[src/design/jets_pkg.sv]
`timescale 1ns / 1ps
// Shared types, constants and helper functions for the Julia escape-time pixel unit.
// Used by jets_color and julia_escape_time_pixel_unit; depends on nothing else.
package jets_pkg;

  localparam int IMAGE_WIDTH  = 1024;
  localparam int IMAGE_HEIGHT = 1024;
  localparam int FRAC_BITS    = 28;

  // Width of (2*pixel - size), which holds every image size up to 4096.
  localparam int COORD_W = 14;
  localparam int PIX_W   = 10;
  localparam int ITER_W  = 16;
  localparam int ADDR_W  = 5;
  localparam int DATA_W  = 32;
  localparam int SUM_W   = 66;

  // Register indexes on the configuration port.
  localparam logic [2:0] REG_C_REAL   = 3'd0;
  localparam logic [2:0] REG_C_IMAG   = 3'd1;
  localparam logic [2:0] REG_CTR_REAL = 3'd2;
  localparam logic [2:0] REG_CTR_IMAG = 3'd3;
  localparam logic [2:0] REG_STEP     = 3'd4;
  localparam logic [2:0] REG_LIMIT    = 3'd5;
  localparam logic [2:0] REG_MAX_ITER = 3'd6;

  localparam logic signed [31:0] C_REAL_RESET   = -32'sd214748365;
  localparam logic signed [31:0] C_IMAG_RESET   = 32'sd40265318;
  localparam logic signed [31:0] CTR_RESET      = 32'sd0;
  localparam logic [30:0]        STEP_RESET     = 31'd786432;
  localparam logic [31:0]        LIMIT_RESET    = 32'd411102190;
  localparam logic [15:0]        MAX_ITER_RESET = 16'd256;

  typedef enum logic [3:0] {
    S_IDLE,
    S_START_X,
    S_START_Y,
    S_LOAD_Y,
    S_ITER_AA,
    S_ITER_BB,
    S_ITER_AB,
    S_ITER_UPD,
    S_COLOR,
    S_DONE
  } state_t;

  typedef enum logic [2:0] {
    MUL_X,
    MUL_Y,
    MUL_AA,
    MUL_BB,
    MUL_AB
  } mul_op_t;

  typedef enum logic [2:0] {
    C_IDLE,
    C_DIV,
    C_MUL,
    C_QUO,
    C_SUM,
    C_DONE
  } color_state_t;

  typedef struct packed {
    logic [7:0] red;
    logic [7:0] green;
    logic [7:0] blue;
  } rgb_t;

  typedef struct packed {
    mul_op_t mul_op;
    logic    load_pix;
    logic    set_a_start;
    logic    set_b_start;
    logic    cap_aa;
    logic    cap_bb;
    logic    step_z;
    logic    color_start;
    logic    load_out;
  } ctrl_t;

  function automatic logic signed [31:0] sat32(input logic signed [SUM_W-1:0] v);
    logic signed [31:0] r;
    if (v > 66'sd2147483647) begin
      r = 32'sh7FFFFFFF;
    end else if (v < -66'sd2147483648) begin
      r = 32'sh80000000;
    end else begin
      r = v[31:0];
    end
    return r;
  endfunction

  function automatic rgb_t palette(input logic [2:0] idx);
    rgb_t p;
    case (idx)
      3'd0:    p = '{red: 8'd0,  green: 8'd0,   blue: 8'd0};
      3'd1:    p = '{red: 8'd14, green: 8'd35,  blue: 8'd187};
      3'd2:    p = '{red: 8'd79, green: 8'd14,  blue: 8'd187};
      3'd3:    p = '{red: 8'd14, green: 8'd122, blue: 8'd187};
      3'd4:    p = '{red: 8'd14, green: 8'd187, blue: 8'd166};
      3'd5:    p = '{red: 8'd9,  green: 8'd116, blue: 8'd103};
      default: p = '{red: 8'd0,  green: 8'd0,   blue: 8'd0};
    endcase
    return p;
  endfunction

endpackage

[src/design/jets_color.sv]
`timescale 1ns / 1ps
// Palette blend for escaped pixels: scales the count over six palette entries and
// interpolates by the exact fraction, using small restoring dividers. Uses jets_pkg.
module jets_color (
  input  logic                  clk,
  input  logic                  rst,
  input  logic                  start,
  input  logic [15:0]           iter,
  input  logic [15:0]           max_iter,
  output logic                  done,
  output jets_pkg::rgb_t        rgb
);
  import jets_pkg::*;

  color_state_t state, state_next;

  logic [18:0]     rem;
  logic [2:0]      idx;
  logic [2:0]      bit_pos;
  logic [2:0][7:0] base;
  logic [2:0]      neg;
  logic [2:0][23:0] num;
  logic [2:0][7:0] quo;

  logic [2:0][7:0] p0;
  logic [2:0][7:0] p1;
  logic [23:0]     div_sh;
  rgb_t            pal_lo;
  rgb_t            pal_hi;

  always_comb begin
    pal_lo = palette(idx);
    pal_hi = palette(idx + 3'd1);
    p0[0] = pal_lo.red;
    p0[1] = pal_lo.green;
    p0[2] = pal_lo.blue;
    p1[0] = pal_hi.red;
    p1[1] = pal_hi.green;
    p1[2] = pal_hi.blue;
    div_sh = 24'(max_iter) << bit_pos;
  end

  always_comb begin
    state_next = state;
    case (state)
      C_IDLE: if (start) state_next = C_DIV;
      C_DIV:  if (rem < 19'(max_iter)) state_next = C_MUL;
      C_MUL:  state_next = C_QUO;
      C_QUO:  if (bit_pos == 3'd0) state_next = C_SUM;
      C_SUM:  state_next = C_DONE;
      C_DONE: state_next = C_IDLE;
      default: state_next = C_IDLE;
    endcase
  end

  always_comb begin
    done = (state == C_DONE);
  end

  always_ff @(posedge clk) begin
    if (rst) begin
      state <= C_IDLE;
    end else begin
      state <= state_next;
    end
  end

  // The fraction rem/max is below one, so each blended step fits in eight quotient bits.
  always_ff @(posedge clk) begin
    case (state)
      C_IDLE: begin
        if (start) begin
          rem <= 19'({iter, 2'b00}) + 19'(iter);
          idx <= 3'd0;
        end
      end
      C_DIV: begin
        if (rem >= 19'(max_iter)) begin
          rem <= rem - 19'(max_iter);
          idx <= idx + 3'd1;
        end
      end
      C_MUL: begin
        for (int ch = 0; ch < 3; ch++) begin
          base[ch] <= p0[ch];
          neg[ch]  <= (p1[ch] < p0[ch]);
          quo[ch]  <= 8'd0;
          if (p1[ch] < p0[ch]) begin
            num[ch] <= 24'(p0[ch] - p1[ch]) * 24'(rem[15:0]);
          end else begin
            num[ch] <= 24'(p1[ch] - p0[ch]) * 24'(rem[15:0]);
          end
        end
        bit_pos <= 3'd7;
      end
      C_QUO: begin
        for (int ch = 0; ch < 3; ch++) begin
          if (num[ch] >= div_sh) begin
            num[ch]          <= num[ch] - div_sh;
            quo[ch][bit_pos] <= 1'b1;
          end
        end
        bit_pos <= bit_pos - 3'd1;
      end
      C_SUM: begin
        rgb.red   <= blend_sum(base[0], quo[0], neg[0]);
        rgb.green <= blend_sum(base[1], quo[1], neg[1]);
        rgb.blue  <= blend_sum(base[2], quo[2], neg[2]);
      end
      default: begin
      end
    endcase
  end

  function automatic logic [7:0] blend_sum(input logic [7:0] b, input logic [7:0] q,
                                           input logic n);
    logic signed [9:0] v;
    logic [7:0]        r;
    v = n ? (signed'(10'(b)) - signed'(10'(q))) : (signed'(10'(b)) + signed'(10'(q)));
    if (v < 10'sd0) begin
      r = 8'd0;
    end else if (v > 10'sd255) begin
      r = 8'd255;
    end else begin
      r = v[7:0];
    end
    return r;
  endfunction

endmodule

[config.mk]
export PLATFORM = sky130hd
export DESIGN_NAME = jets_color
export DESIGN_NICKNAME = d
export VERILOG_FILES = /design/src/design/jets_pkg.sv /design/src/design/jets_color.sv
export SDC_FILE = /design/constraint.sdc
export NUM_CORES = 2
export LEC_CHECK = 0
export BUFFER_PORTS_ARGS = -buffer_cell sky130_fd_sc_hd__buf_2
export CAP_MARGIN = 5
export CORE_UTILIZATION = 26
export CTS_BUF_LIST = sky130_fd_sc_hd__clkbuf_8
export DETAILED_ROUTE_END_ITERATION = 12
export PLACE_DENSITY = 0.48
export SETUP_SLACK_MARGIN = 0.5
export SYNTH_ARGS = -nofsm -noshare
export SYNTH_HDL_FRONTEND = slang
export SYNTH_SLANG_ARGS = --single-unit
[constraint.sdc]
create_clock -name clk -period 20.6 [get_ports clk]
set_clock_uncertainty 0.2 [all_clocks]
set_input_delay 0 -clock clk [delete_from_list [all_inputs] [get_ports clk]]
set_output_delay 0 -clock clk [all_outputs]
set_load 0.02 [all_outputs]
* Word level (Yosys, flattened, before mapping)
Index checks and enable logic that the tools add are counted.
Storage, ports and cells: word-level logic and storage cells 126, register bits 175, input bits 35
Operators by class: add/sub/neg operators 19, reductions and logical operators 10, bitwise operators 3, shift-type cells 1, eq/ne operators 22, multiplexer cells 32, $mul 6, order comparisons 16
Operators by type and width (count):
- $pmux W23 S5 | 2
- $mux W24 | 6
- $pmux W72 S2 | 1
- $mul A9 B17 Y24 | 4
- $ge A24 B24 Y1 | 3
- $sub A24 B24 Y24 | 3
- $sub A8 B8 Y9 | 7
- $mul A8 B17 Y24 | 2
- $mux W8 | 6
- $pmux W24 S2 | 1
- $mux W19 | 2
- $pmux W19 S2 | 1
- $gt A10 B9 Y1 const B | 3
- $lt A10 B1 Y1 const B | 3
- $mux W10 | 3
- $add A8 B8 Y9 | 3
- $lt A8 B8 Y1 | 3
- $or A8 B8 Y8 | 3
- $shl A16 B3 Y24 | 1
- $add A18 B16 Y19 | 1
- $ge A19 B16 Y1 | 1
- $lt A19 B16 Y1 | 1
- $sub A19 B16 Y19 | 1
- $eq A3 B2 Y1 const B | 6
- other kinds (18) | 42

* Depth between registers and ports, before layout
word-level depth 7, depth in mapped cells 38, mapped depth without buffers 35

* Least setup slack after synthesis
OpenSTA, ideal clock, no wires.
path type flip-flop to flip-flop, start point register idx[0], end point register num[71] (netlist bit), data pin, arrival time 7.867 ns, slack 12.266 ns, clock period less this slack 8.334 ns, buffers on the path 3, cell stages (with the launch flop) 33, cells stage by stage edfxtp_1 > clkbuf_1 > inv_1 > ha_1 > or2_2 > a21oi_1 > nand2_1 > inv_1 > ha_1 > buf_1 > a21o_1 > a21oi_1 > xnor2_1 > clkbuf_1 > nand2_1 > fa_1 > fa_1 > fa_1 > inv_1 > fa_1 > inv_1 > fa_1 > inv_1 > ha_1 > o21ai_0 > nor2_1 > o41ai_1 > o311a_1 > o41a_1 > o21ai_0 > mux2_2 > a31oi_1 > o211ai_1
On the way: word-level cells in the longest chain between the ends 7, elaborated cells on any way between the ends 20
RTL lines:
- start, declared | RTL line jets_color.sv:18 | logic [2:0] idx;
- start signal, assigned | RTL line jets_color.sv:80 | idx <= idx + 3'd1;
- $add A3 B1 Y3 | RTL line jets_color.sv:33 | pal_hi = palette(idx + 3'd1);
- $eq A3 B3 Y1, or another cell as far along | RTL line jets_pkg.sv:96 | case (idx)
- $pmux W23 S5 | RTL line jets_pkg.sv:96
- $sub A8 B8 Y9, on equally long branches | RTL line jets_color.sv:91, jets_color.sv:89
- $mul A9 B17 Y24, on equally long branches | RTL line jets_color.sv:91, jets_color.sv:89
- $mux W24 * | RTL line jets_color.sv:88 | if (p1[ch] < p0[ch]) begin
- $pmux W72 S2 * | RTL line jets_color.sv:70 | case (state)
- end signal, assigned by index | RTL line jets_color.sv:89 | num[ch] <= 24'(p0[ch] - p1[ch]) * 24'(rem[15:0]);
- end signal, assigned by index | RTL line jets_color.sv:91 | num[ch] <= 24'(p1[ch] - p0[ch]) * 24'(rem[15:0]);
- end signal, assigned by index | RTL line jets_color.sv:99 | num[ch] <= num[ch] - div_sh;
- end, declared | RTL line jets_color.sv:22 | logic [2:0][23:0] num;
Mark *: on every way between the ends. The rest lies on a longest branch, timed or not. A chain may end at the register's enable or synchronous reset.

* Final worst setup path
start point register idx[2], end point register num[39] (netlist bit), data pin
The elaborated chain is that of the path after synthesis.

==> impl_metrics.json <==
{
  "arrival_ns": 9.91,
  "yosysMostFrequentCell": "inv_1",
  "cts_tree": "built",
  "hold_viol": 0,
  "coreArea_um2": 159000,
  "numCtsBuffers": 17,
  "drt_pass1_iterations": 5,
  "vias": 32700,
  "ant_nets": 0,
  "cpMostUsedCell": "fa_1",
  "grt_pass1_wl_mm": 203,
  "synth_top_area_cell": "fa_1",
  "postSynthRegisterBits": 165,
  "hold_path.class": "input pin to flip-flop",
  "cts_sinks": 165,
  "cp_max_fo": 21,
  "cts_setup_buffers": 0,
  "path_clk_slew_ns": 0.13,
  "syn-num-nets": 5904,
  "nNetsFinal": 5909,
  "std_cell_rows": 146,
  "post-route-drc-count": 0,
  "worstSetupPathType": "flip-flop to flip-flop",
  "synthesis.area_um2": 41900,
  "grt_max_degree": 53,
  "synth_warnings": 0,
  "netlist_instances": 4762,
  "totalWireLength_mm": 129,
  "place_congestion": 0.912,
  "synthArstFlopShare": 0,
  "overflow": 0,
  "min_period_ns": 9.76,
  "grt_pass1_vias": 34100,
  "fmax_ghz": 0.102,
  "slew_headroom": 0.222,
  "die-area_um2": 163000,
  "post_route_cells_drive_above_1_share": 0.0550,
  "root_buffer": "clkbuf_8",
  "outcome": "finished clean",
  "crit_path_end_kind": "flip-flop",
  "max_cap_violations": 0,
  "synthFlopType": "edfxtp_1",
  "crit_required_ns": 20.75,
  "h-tree-depth": 4,
  "yosysTopAreaCellShare": 0.277,
  "die_y_um": 403,
  "finalSetupViolations": 0,
  "crit_path_start_kind": "flip-flop",
  "rsz0062_at_grt": "false",
  "cts_resized": 0,
  "synth_edf_count": 162,
  "cpPeakStageDelay_ns": 0.71,
  "instances_no_fill": 6928,
  "syn-mean-instance-area_um2": 8.80,
  "drtIter0Drc": 1892,
  "fin_crit_sh": 0.474,
  "finalSetupTns_ns": 0,
  "viasPerCell": 4.72,
  "clockBufferDepth": 2,
  "portBuffers": 59,
  "antenna_found_initial": 7,
  "grt_usage": 0.161,
  "routedWlPerCell_um": 18.7,
  "hpwl_mm": 101,
  "yosysSeqAreaShare": 0.118,
  "yosys-top-cells-area": "fa_1, ha_1, edfxtp_1",
  "synth_commonest_cells": "inv_1, fa_1, ha_1, nand2_1, and2_1",
  "fin_util": 0.287,
  "fp.dieW_um": 403,
  "critPathSlowestCell": "edfxtp_1",
  "worst_slew_pin_slew_ns": 1.17,
  "clk_latency_ns": 0.58,
  "start_util": 0.263,
  "dp.cells": 6854,
  "syn_to_final_growth_pct": 9.06,
  "synthDistinctLibCells": 95,
  "num_io_pins": 60,
  "drv_slew": 0
}
==> worst paths after layout <==
path	slack, ns	cells after the start	start	end
worst max-delay path	10.84	31	idx[2]	num[39]
worst min-delay path	0.03	5	max_iter[15]	rem[15]
worst max register to register	10.84	31	idx[2]	num[39]
worst min register to register	0.42	1	state[2]	state[1]
==> critical path, delay by kind of cell, from the launching register on <==
family,cells,cell delay (ns)
muxes,2,0.40
xor gates and xnor gates,1,0.20
AOI/OAI and AO/OA,9,2.08
buffers and inverters,4,0.33
DFF,1,0.71
and+or+nand+nor,7,1.72
adders and majority gates,8,3.86
==> registers in the layout, summed over array words and instances, names as in the netlist <==
signal,cells
rgb,24
rem,19
num,72
bit_pos,3
neg,3
idx,3
base,14
state,3
quo,24
==> cell families after synthesis <==
logic type / after synthesis / synth area share
AO/OA/AOI/OAI: 780 / 0.120
multiplexers: 57 / 0.0150
AND/OR/NAND/NOR: 1463 / 0.176
adder cells (fa/ha/maj): 1107 / 0.434
XOR/XNOR: 232 / 0.0490
flip-flops: 165 / 0.118
buffers and inverters: 958 / 0.0871
==> timing repair <==
action / CTS / global route
hold buffers: 40 / 0
endpoints found under the hold margin: 23 / 0
setup endpoints to repair: 0 / 0
==> per-layer routing <==
metal | vias to the layer above | global-route usage | part of all wire
met5 | - | 0 | 0
met4 | 0 | 0.0415 | 0.024
met3 | 106 | 0.0142 | 0.037
met2 | 577 | 0.266 | 0.46
met1 | 16500 | 0.226 | 0.48
li1 | 15500 | - | -
==> layout by cell type, fill, tap and decap left out, drive strengths merged, types with 32 or more instances in the layout <==
cell / n
dlygate4sd3: 40
inv: 769
nor2b: 129
a31oi: 40
nand3: 47
a211oi: 50
o21ai: 149
nor2: 317
o21a: 33
xnor2: 152
and2: 320
or2: 32
a21o: 70
nand2: 358
or3: 33
nand2b: 77
fa: 579
ha: 528
buf: 142
edfxtp: 162
xor2: 79
mux2i: 48
a21oi: 255
nor3: 71
==> cell type report <==
type	count	area, um2
inverters	762	2860
fillers	17100	113000
multi-input cells	3639	33400
clock inverters	15	214
repair buffers	182	1330
clock buffers	17	234
flip-flops and latches	165	4920
well taps	2146	2690
diodes	2	5.00
==> per-stage QoR <==
stage / cell area (um2) / hold slack (ns) / worst slack [ns]
6_report: 45700 / 0.0286 / 10.84
3_3_place_gp: 44800 / 0.0251 / 10.87
5_1_grt: 45700 / 0.0422 / 10.16
2_1_floorplan: 41900 / -0.131 / 12.27
3_5_place_dp: 44800 / 0.0246 / 10.84
4_1_cts: 45700 / 0.0110 / 10.85
Power is not shown: default switching activity piles up to over one toggle a cycle in this logic, so the estimate is an artifact.
